File: config.mk
export PLATFORM = sky130hd
export DESIGN_NAME = ultrasonic_echo_ranger_unit
export DESIGN_NICKNAME = d
export VERILOG_FILES = /design/src/design/uer_pkg.sv /design/src/design/uer_cfg.sv /design/src/design/uer_core.sv /design/src/design/ultrasonic_echo_ranger_unit.sv
export VERILOG_INCLUDE_DIRS = /design/src /design/src/design
export SDC_FILE = /design/constraint.sdc
export NUM_CORES = 1
export LEC_CHECK = 0
export BUFFER_PORTS_ARGS = -buffer_cell sky130_fd_sc_hd__buf_2
export CAP_MARGIN = 25
export CORE_ASPECT_RATIO = 1.1
export CORE_UTILIZATION = 30
export DETAILED_ROUTE_END_ITERATION = 10
export PLACE_DENSITY = 0.48
export REMOVE_ABC_BUFFERS = 1
export SLEW_MARGIN = 30
export SYNTH_ARGS = -nofsm -noshare
export SYNTH_HDL_FRONTEND = slang
export SYNTH_HIERARCHICAL = 1
export SYNTH_SLANG_ARGS = --single-unit
File: constraint.sdc
create_clock -name clk -period 8.2 [get_ports clk]
set_input_delay 0.41 -clock clk [delete_from_list [all_inputs] [get_ports clk]]
set_output_delay 0.41 -clock clk [all_outputs]
set_load 0.05 [all_outputs]
File: src/design/assert_macros.svh
// ----------------------------------------------------------------------------
// Assertion macros
// Shared concurrent assertion forms for the echo ranger block.
// ----------------------------------------------------------------------------
`ifndef ASSERT_MACROS_SVH
`define ASSERT_MACROS_SVH

// When the antecedent holds, the consequent must hold in the same cycle.
`define ASSERT_IMPLY(label, clk, rst_n, ante, cons) \
	label: assert property (@(posedge clk) disable iff (!(rst_n)) (ante) |-> (cons)) \
		else $error("assertion failed: implication violated");

// The expression must never be true.
`define ASSERT_NEVER(label, clk, rst_n, expr) \
	label: assert property (@(posedge clk) disable iff (!(rst_n)) !(expr)) \
		else $error("assertion failed: forbidden condition seen");

`endif

File: src/design/uer_pkg.sv
// ----------------------------------------------------------------------------
// uer_pkg
// Types, register codes and the centimeter conversion for the echo ranger.
// ----------------------------------------------------------------------------
package uer_pkg;

	localparam int TICK_W   = 10;
	localparam int TMO_W    = 16;
	localparam int PER_W    = 16;
	localparam int OBS_W    = 11;
	localparam int CFG_W    = 16;
	localparam int ACC_W    = 17;
	localparam int TIME_W   = 32;
	localparam int DIST_W   = 12;

	localparam int IN_DATA_W  = 40;
	localparam int OUT_DATA_W = 24;

	localparam logic [ACC_W-1:0] ACC_MAX = {ACC_W{1'b1}};

	// Reset values of the configuration registers.
	localparam logic [TICK_W-1:0] TICK_RST = 10'd50;
	localparam logic [TMO_W-1:0]  TMO_RST  = 16'd40000;
	localparam logic [PER_W-1:0]  PER_RST  = 16'd80;
	localparam logic [OBS_W-1:0]  OBS_RST  = 11'd20;

	localparam logic signed [DIST_W-1:0] DIST_NONE = -12'sd1;

	// x / 58 is computed as (x >> 1) / 29, and y / 29 as (y * 72316) >> 21.
	// The reciprocal error (12) stays below 2^(21-16), so the result is exact
	// for every 16-bit y.
	localparam logic [16:0] RECIP29   = 17'd72316;
	localparam int          RECIP_SH  = 21;

	typedef enum logic [1:0] {
		REG_TICK_US     = 2'd0,
		REG_TIMEOUT_US  = 2'd1,
		REG_PERIOD_MS   = 2'd2,
		REG_OBSTACLE_CM = 2'd3
	} reg_idx_t;

	typedef struct packed {
		logic [TICK_W-1:0] tick_us;
		logic [TMO_W-1:0]  timeout_us;
		logic [PER_W-1:0]  period_ms;
		logic [OBS_W-1:0]  obstacle_cm;
	} cfg_t;

	typedef struct packed {
		logic              kind;
		logic              echo_level;
		logic [TIME_W-1:0] now_ms;
	} item_t;

	typedef struct packed {
		logic                     timed_out;
		logic                     done_res;
		logic                     obstacle;
		logic signed [DIST_W-1:0] distance_cm;
		logic                     busy_res;
		logic                     trigger_pulse;
	} res_t;

	function automatic logic [DIST_W-1:0] div58(input logic [ACC_W-1:0] x);
		logic [15:0] y;
		logic [32:0] prod;
		y    = x[ACC_W-1:1];
		prod = {17'd0, y} * {16'd0, RECIP29};
		return prod[RECIP_SH +: DIST_W];
	endfunction

endpackage

File: src/design/uer_cfg.sv
// ----------------------------------------------------------------------------
// uer_cfg
// Configuration register file, written through a plain write port.
// ----------------------------------------------------------------------------
module uer_cfg (
	input  logic                clk,
	input  logic                arst_n,
	input  logic                cfg_we,
	input  logic [1:0]          cfg_index,
	input  logic [15:0]         cfg_data,
	output uer_pkg::cfg_t       cfg
);
	import uer_pkg::*;

	cfg_t cfg_q;

	always_ff @(posedge clk or negedge arst_n) begin
		if (!arst_n) begin
			cfg_q.tick_us     <= TICK_RST;
			cfg_q.timeout_us  <= TMO_RST;
			cfg_q.period_ms   <= PER_RST;
			cfg_q.obstacle_cm <= OBS_RST;
		end else if (cfg_we) begin
			unique case (reg_idx_t'(cfg_index))
				REG_TICK_US:     cfg_q.tick_us     <= cfg_data[TICK_W-1:0];
				REG_TIMEOUT_US:  cfg_q.timeout_us  <= cfg_data[TMO_W-1:0];
				REG_PERIOD_MS:   cfg_q.period_ms   <= cfg_data[PER_W-1:0];
				REG_OBSTACLE_CM: cfg_q.obstacle_cm <= cfg_data[OBS_W-1:0];
				default: ;
			endcase
		end
	end

	assign cfg = cfg_q;

endmodule

File: src/design/uer_core.sv
// ----------------------------------------------------------------------------
// uer_core
// Measurement state and the single-pass update for one item.
// ----------------------------------------------------------------------------
module uer_core (
	input  logic           clk,
	input  logic           arst_n,
	input  logic           en,
	input  uer_pkg::item_t item,
	input  uer_pkg::cfg_t  cfg,
	output uer_pkg::res_t  res
);
	import uer_pkg::*;

	logic [ACC_W-1:0]          echo_time_q, echo_time_n;
	logic [ACC_W-1:0]          wait_time_q, wait_time_n;
	logic                      measuring_q, measuring_n;
	logic                      echo_seen_q, echo_seen_n;
	logic signed [DIST_W-1:0]  last_dist_q, last_dist_n;
	logic [TIME_W-1:0]         last_start_q, last_start_n;

	logic [TIME_W-1:0] elapsed;
	logic [ACC_W:0]    wait_sum;
	logic [ACC_W:0]    echo_sum;
	logic              trig, done, tmo;

	assign elapsed  = item.now_ms - last_start_q;
	assign wait_sum = {1'b0, wait_time_q} + {{(ACC_W+1-TICK_W){1'b0}}, cfg.tick_us};
	assign echo_sum = {1'b0, echo_time_q} + {{(ACC_W+1-TICK_W){1'b0}}, cfg.tick_us};

	always_comb begin
		echo_time_n  = echo_time_q;
		wait_time_n  = wait_time_q;
		measuring_n  = measuring_q;
		echo_seen_n  = echo_seen_q;
		last_dist_n  = last_dist_q;
		last_start_n = last_start_q;
		trig = 1'b0;
		done = 1'b0;
		tmo  = 1'b0;
		if (item.kind) begin
			if (elapsed >= {{(TIME_W-PER_W){1'b0}}, cfg.period_ms} && !measuring_q) begin
				last_start_n = item.now_ms;
				echo_time_n  = '0;
				wait_time_n  = '0;
				echo_seen_n  = 1'b0;
				measuring_n  = 1'b1;
				trig         = 1'b1;
			end
		end else if (measuring_q) begin
			wait_time_n = wait_sum[ACC_W] ? ACC_MAX : wait_sum[ACC_W-1:0];
			if (item.echo_level) begin
				echo_seen_n = 1'b1;
				echo_time_n = echo_sum[ACC_W] ? ACC_MAX : echo_sum[ACC_W-1:0];
			end else if (echo_seen_q) begin
				last_dist_n = div58(echo_time_q);
				measuring_n = 1'b0;
				done        = 1'b1;
			end
			// An echo added on this tick still counts toward the timeout.
			if (measuring_n && wait_time_n >= {{(ACC_W-TMO_W){1'b0}}, cfg.timeout_us}) begin
				last_dist_n = DIST_NONE;
				measuring_n = 1'b0;
				tmo         = 1'b1;
			end
		end
	end

	always_ff @(posedge clk or negedge arst_n) begin
		if (!arst_n) begin
			echo_time_q  <= '0;
			wait_time_q  <= '0;
			measuring_q  <= 1'b0;
			echo_seen_q  <= 1'b0;
			last_dist_q  <= DIST_NONE;
			last_start_q <= '0;
		end else if (en) begin
			echo_time_q  <= echo_time_n;
			wait_time_q  <= wait_time_n;
			measuring_q  <= measuring_n;
			echo_seen_q  <= echo_seen_n;
			last_dist_q  <= last_dist_n;
			last_start_q <= last_start_n;
		end
	end

	always_comb begin
		res.trigger_pulse = trig;
		res.busy_res      = measuring_n;
		res.distance_cm   = last_dist_n;
		res.obstacle      = !last_dist_n[DIST_W-1] && (last_dist_n != '0) &&
			(last_dist_n[DIST_W-2:0] < cfg.obstacle_cm);
		res.done_res      = done;
		res.timed_out     = tmo;
	end

endmodule

File: src/design/ultrasonic_echo_ranger_unit.sv
// ----------------------------------------------------------------------------
// ultrasonic_echo_ranger_unit
// Ultrasonic ranging sequencer: scheduler calls start measurements, sample
// ticks accumulate echo and wait time and produce a distance in centimeters.
// ----------------------------------------------------------------------------
// An item is held in the input register and its result in the output register.
// Throughput: one item per cycle while m_tready is high; the input and output
// registers decouple the two sides, so an item is taken while a result waits.
// The state update (add, compare, divide by 58 as a reciprocal multiply) is
// combinational between the input register and the output register.
// Reset (arst_n low, asynchronous): empty pipeline, idle, distance -1,
// configuration at tick 50 us, timeout 40000 us, period 80 ms, obstacle 20 cm.
`include "assert_macros.svh"

module ultrasonic_echo_ranger_unit (
	input  logic        clk,
	input  logic        arst_n,
	// Input item channel.
	input  logic        s_tvalid,
	output logic        s_tready,
	input  logic [39:0] s_tdata,   // [0] echo_level, [32:1] now_ms, rest zero
	input  logic        s_tuser,   // [0] kind: 0 sample tick, 1 scheduler call
	// Result item channel.
	output logic        m_tvalid,
	input  logic        m_tready,
	output logic [23:0] m_tdata,   // [0] trigger_pulse, [1] busy_res,
	                               // [13:2] distance_cm, [14] obstacle,
	                               // [15] done_res, [16] timed_out, rest zero
	// Configuration write port.
	input  logic        cfg_we,
	input  logic [1:0]  cfg_index,
	input  logic [15:0] cfg_data
);
	import uer_pkg::*;

	// Input register stage. An item waits here until the output register
	// can take its result; the measurement state moves forward at that moment.
	logic  valid_s1;
	item_t item_s1;
	logic  adv;

	// Output register.
	logic  out_valid_q;
	res_t  res_q;

	cfg_t  cfg;
	res_t  res;

	// The held item moves on when the output register is empty or drained
	// in this same cycle.
	assign adv      = valid_s1 && (!out_valid_q || m_tready);
	assign s_tready = !valid_s1 || adv;

	always_ff @(posedge clk or negedge arst_n) begin
		if (!arst_n) begin
			valid_s1 <= 1'b0;
		end else if (s_tready) begin
			valid_s1 <= s_tvalid;
		end
	end

	always_ff @(posedge clk) begin
		if (s_tready && s_tvalid) begin
			item_s1.kind       <= s_tuser;
			item_s1.echo_level <= s_tdata[0];
			item_s1.now_ms     <= s_tdata[32:1];
		end
	end

	uer_cfg u_cfg (
		.clk       (clk),
		.arst_n    (arst_n),
		.cfg_we    (cfg_we),
		.cfg_index (cfg_index),
		.cfg_data  (cfg_data),
		.cfg       (cfg)
	);

	uer_core u_core (
		.clk    (clk),
		.arst_n (arst_n),
		.en     (adv),
		.item   (item_s1),
		.cfg    (cfg),
		.res    (res)
	);

	always_ff @(posedge clk or negedge arst_n) begin
		if (!arst_n) begin
			out_valid_q <= 1'b0;
		end else if (adv) begin
			out_valid_q <= 1'b1;
		end else if (m_tready) begin
			out_valid_q <= 1'b0;
		end
	end

	always_ff @(posedge clk) begin
		if (adv) begin
			res_q <= res;
		end
	end

	assign m_tvalid = out_valid_q;
	assign m_tdata  = {{(OUT_DATA_W - $bits(res_t)){1'b0}}, res_q};

	// A measurement that starts on an item is still running after it.
	`ASSERT_IMPLY(a_trig_busy, clk, arst_n, m_tvalid && res_q.trigger_pulse, res_q.busy_res)
	// An abandoned measurement always reports no distance.
	`ASSERT_IMPLY(a_tmo_dist, clk, arst_n, m_tvalid && res_q.timed_out,
		res_q.distance_cm == DIST_NONE && !res_q.busy_res)
	// A measurement ends in at most one way, and never on the item that starts it.
	`ASSERT_NEVER(a_end_once, clk, arst_n,
		m_tvalid && ((res_q.done_res && res_q.timed_out) ||
		(res_q.trigger_pulse && (res_q.done_res || res_q.timed_out))))
	// The state only moves when a held item has somewhere to go.
	`ASSERT_IMPLY(a_adv_room, clk, arst_n, adv, valid_s1 && (!out_valid_q || m_tready))

endmodule
* After elaboration in Yosys (flattened, before gate mapping)
Cells that the tools add are included.
** Cells by class
- Add/subtract/negate cells :: 3
- $mul :: 1
- $lt $le $gt $ge :: 3
- Equal/unequal tests :: 4
- Mux-type cells :: 30
- Bitwise logic cells :: 1
- Reduce and logical (&&, ||, !) cells :: 26
** Operator list (number)
- $mux W17 :: 8
- $mux W12 :: 5
- $add A17 B10 Y18 :: 2
- $ge A32 B16 Y1 :: 1
- $sub A32 B32 Y32 :: 1
- $mul A16 B15 Y31 const B :: 1
- $ge A17 B16 Y1 :: 1
- $mux W1 :: 17
- $reduce_bool A12 Y1 :: 1
- $lt A11 B11 Y1 :: 1
- $reduce_and A2 Y1 :: 4
- $logic_and A1 B1 Y1 :: 6
- $reduce_and A3 Y1 :: 2
- $reduce_bool A2 Y1 :: 3
- $eq A2 B2 Y1 const B :: 2
- $logic_not A1 Y1 :: 4
- $reduce_and A4 Y1 :: 1
- $reduce_or A3 Y1 :: 1
- $eq A2 B1 Y1 const B :: 1
- $logic_not A2 Y1 :: 1
- $logic_or A1 B1 Y1 :: 2
- $ne A2 B1 Y1 const B :: 1
- $reduce_or A2 Y1 :: 1
- $not A1 Y1 :: 1
** Word-level totals
- Bits in registers :: 186
- Bits of input ports :: 64
- Output and inout port bits :: 26
- Word-level logic and storage cells :: 89

* Longest topological paths before layout
- Word-level depth :: 11
- Gate-level depth with buffers :: 28

* By module
Netlist, hierarchy kept.
** Modules (own cells, without submodules)
- uer_core :: times used 1, cells each 1391, area each 12157.9 µm², sequential area each 2016.9 µm²
- uer_cfg :: times used 1, cells each 114, area each 2040.7 µm², sequential area each 1341.3 µm²
- ultrasonic_echo_ranger_unit :: times used 1, cells each 67, area each 1691.6 µm², sequential area each 1581.5 µm²

* Least setup slack after synthesis
No wires, ideal clock.
- Path type :: flip-flop to flip-flop
- From :: register u_core.echo_time_q[13]
- To :: register res_q, in the netlist m_tdata[14], data pin
- Setup time :: 167 ps
- Arrival :: 6111 ps
- Required time :: 8033 ps
- Path slack :: 1922 ps
- Stages on the path, launching flop included :: 25
- Path buffers :: 0
- Period minus slack after synthesis :: 6278 ps
- Cell sequence :: dfrtp_1 -> fa_1 -> inv_1 -> fa_1 -> inv_1 -> fa_1 -> fa_1 -> fa_1 -> inv_1 -> fa_1 -> inv_1 -> ha_1 -> a211oi_1 -> o21ai_0 -> o21ai_0 -> o32ai_1 -> nor3b_1 -> o21ai_0 -> xor2_1 -> o22a_1 -> ha_1 -> a21o_1 -> a21oi_1 -> o211ai_1 -> a211oi_1
** RTL lines
- start, declared :: RTL line uer_core.sv:15 : logic [ACC_W-1:0] echo_time_q, echo_time_n;
- start signal, assigned :: RTL line uer_core.sv:78 : echo_time_q <= echo_time_n;
- end signal, assigned :: RTL line ultrasonic_echo_ranger_unit.sv:100 : res_q <= res;
- end, declared :: RTL line ultrasonic_echo_ranger_unit.sv:44 : res_t res_q;

==> summary.md <==
| Metric | Value |
|---|---|
| CTS tree | `yes` |
| HP Class | `in2async` |
| Max transition margin | `0.377` |
| Synth unique cells | `81` |
| Mapped cell area | `about 0.016 mm2` |
| Crit Path Class | `reg2reg` |
| Commonest non-fill, non-tap cell in the layout | `inv_1` |
| Avg Cell Area, Syn | `approximately 10 um2` |
| Met2 usage | `0.264` |
| CTS Buf Count | `17` |
| Ordered list of cells on the worst path | `ha_1 -> inv_1 -> fa_1 -> inv_1 -> fa_1 -> fa_1 -> fa_1 -> inv_1 -> fa_1 -> inv_1 -> ha_1 -> a211oi_1 -> o21ai_0 -> o21ai_0 -> o32ai_1 -> nor3b_1 -> o21ai_0 -> xor2_1 -> o22a_1 -> ha_1 -> a21o_1 -> a21oi_1 -> o211ai_1 -> a211oi_1` |
| IO Port Bufs | `75` |
| Reg clk slew, reported paths | `~0.080 ns` |
| Clk_lat worst skew | `0.45 ns` |
| CP max stage cell | `dfrtp_1` |
| Status | `completed` |
| Hold Buf Count CTS | `0` |
| # IOs | `90` |
| GRT Resource Usage Total | `0.151` |
| Fin Setup TNS | `0 ns` |
| Slew @ Worst Pin | `about 0.93 ns` |
| Unrepaired setup endpoints after global routing | `no` |
| Die width | `roughly 220 um` |
| Post-synth EDFFs | `~50` |
| Vias in the first global route | `between 10,000 and 15,000` |
| Routed via count | `11,600` |
| Register bit total from synthesis | `186` |
| Critical Path RT | `about 8.5 ns` |
| Vias per inst | `around 5` |
| Post-route setup slack | `0.893 ns` |
| Aggregate global routing overflow | `0` |
| Fin. max-slew vios | `0` |
| Design Area, Final | `between 0.015 and 0.02 mm2` |
| Fin nets | `between 1,500 and 2,000` |
| Core area | `0.0524 mm2` |
| Max clock buf depth | `2` |
| Die Y | `243 um` |
| Ys flop type | `dfrtp_1` |
| Count of final setup violators | `0` |
| Die ar. | `0.0539 mm2` |
| Initial DRC count | `approximately 470` |
| Largest net degree at the start of global routing | `just over 80` |
| Max-cap violation count | `0` |
| Gp weighted congestion | `0.878` |
| Post-Route WL | `a little under 40 mm` |
| Met1 usage in global routing | `0.192` |
| Seq/Total Area, Yosys | `0.311` |
| Post-CTS setup buffer count | `0` |
| CTS root buf | `clkbuf_16` |
| Clk sinks | `186` |
| Most Crowded Layer GR | `met2` |
| Tmin final | `about 7.3 ns` |
| WL/cell | `17.0 um` |
| Mapped Cells | `1,572` |
| CP max FO | `12` |
| Final Cycle Share | `0.891` |
| Placed Area | `0.0169 mm2` |
| Max stage delay on crit path | `0.72 ns` |
| Setup Skew | `around 0.013 ns` |
| Dpl hpwl | `31.6 mm` |
| FFs w/ async S/R, synth | `0.726` |
| Initial antenna violation count | `2` |
| DRT Pass-1 Iters | `5` |
| Area growth, synth to finish | `10.3%` |
| Crit path capture type | `register` |
| Share of post-route cells with drive strength above 1 | `0.152` |
| CP dominant cell by count | `fa_1` |
| DRT antenna net count | `0` |
| Resized cells post-CTS | `0` |
| Num rows | `88` |
| ANT cells | `0` |
| DR DRC count | `0` |
| WP data arrival | `between 7 and 8 ns` |
| First-pass GRT wire length | `64.2 mm` |
| GR Util met3 | `0.0230` |
| Final Hold Violating Endpoints | `0` |
| Maximum clock rate | `137 MHz` |
| Placement Setup Slack | `about 0.95 ns` |
| YS warnings | `6` |
| Most frequent cells in the layout | `245 x inv_1, 214 x ha_1, 111 x dfrtp_1, 95 x nand2_1, 86 x a21oi_1` |
| H-tree Lvls | `4` |
| Initial Utilization | `0.303` |
| Startpoint class of the critical path | `register` |
## metal layers
layer,up-vias,part of all wire
met5,-,0.00033
met4,2,0.021
met3,47,0.028
met2,182,0.50
met1,5791,0.45
li1,5611,-
## layout make-up
cell class              count  area, um2
fillers                  5454      34900
multi-input cells        1100       9780
flip-flops and latches    186       4940
inverters                 245        920
well taps                 675        845
repair buffers             82        434
clock buffers              17        425
clock inverters            15        183
## worst paths after layout
path                                                  endpoint  slack [ns]  cells past startpoint                               start
setup reg to reg                         m_tdata[14]$_DFFE_PP_        0.89                     24  u_core/echo_time_q[10]$_DFFE_PN0P_
max in group asynchronous    u_core/wait_time_q[8]$_DFFE_PN0P_        6.96                      2                              arst_n
hold / removal             u_core/last_start_q[25]$_DFFE_PN0P_       0.004                      1                              arst_n
hold reg to reg             u_core/last_dist_q[11]$_DFFE_PN1P_        0.50                      2  u_core/last_dist_q[11]$_DFFE_PN1P_
min in group clk                          item_s1[3]$_DFFE_PP_        0.13                      1                          s_tdata[4]
setup / recovery                         m_tdata[14]$_DFFE_PP_        0.89                     24  u_core/echo_time_q[10]$_DFFE_PN0P_
## cell usage after synthesis (6+ instances only)
master       n  share of area
nor3_1      20         0.0063
edfxtp_1    51          0.096
fa_1        85           0.11
a21oi_1     86          0.027
o21a_1      13         0.0061
nand2b_1    14         0.0055
inv_1      245          0.058
nor4_1      12         0.0047
o22ai_1      9         0.0035
nor2b_1      7         0.0028
buf_4       12         0.0057
xnor2_1     25          0.014
o21bai_1     7         0.0033
a21o_1      34          0.016
mux2_2      83          0.059
clkbuf_1    16         0.0038
nor2_1      74          0.017
xor2_1      25          0.014
ha_1       214           0.17
nand4_1     19         0.0075
nand2_1     95          0.022
o31ai_1     11         0.0052
o21ai_0     58          0.018
o2111ai_1    7         0.0039
and2_1      10         0.0039
dfrtp_1    111           0.17
dfstp_2     24          0.040
buf_2       11         0.0035
a31oi_1      9         0.0035
nand3_1     22         0.0069
and3_1      14         0.0055
mux2_4       6         0.0057
buf_6        6         0.0043
o211ai_1    15         0.0071
o2bb2ai_1   15         0.0083
a211oi_1     9         0.0043
## stage by stage
stage | instances | hold WS, ns | utilization
finish | 2320 | 0.00362 | 0.334
global route | 2320 | 0.0496 | 0.334
CTS | 2320 | 0.0228 | 0.334
detailed placement | 2288 | 0.493 | 0.323
global placement | 2288 | 0.470 | 0.323
floorplan | 1531 | 0.114 | -
## critical path: cells and delay by family (launching register included)
kind                     cells  cell delay (ns)
adder cells (fa/ha/maj)      8             3.53
AO/OA/AOI/OAI               10             1.94
flip-flops                   1             0.72
AND/OR/NAND/NOR              1             0.33
XOR/XNOR                     1             0.32
buffers and inverters        4             0.26
## flip-flops by register name, summed over array words and instances, names as in the netlist
register             flops
u_core/last_dist_q      12
m_tvalid                 1
u_core/echo_time_q      17
item_s1                 34
valid_s1                 1
u_core/last_start_q     32
u_core/measuring_q       1
u_core/wait_time_q      17
u_core/echo_seen_q       1
m_tdata                 17
u_cfg/cfg               53
## kinds of logic after synthesis
family | synth area share
AND/OR/NAND/NOR | 0.101
buffers and inverters | 0.0757
adder cells (fa/ha/maj) | 0.276
multiplexers | 0.0676
AO/OA/AOI/OAI | 0.142
XOR/XNOR | 0.0276
other | 0.000236
flip-flops | 0.311
Power is left out: the tool's default activity adds up to more than one toggle a clock period on the data nets, which glitch-free logic cannot reach.
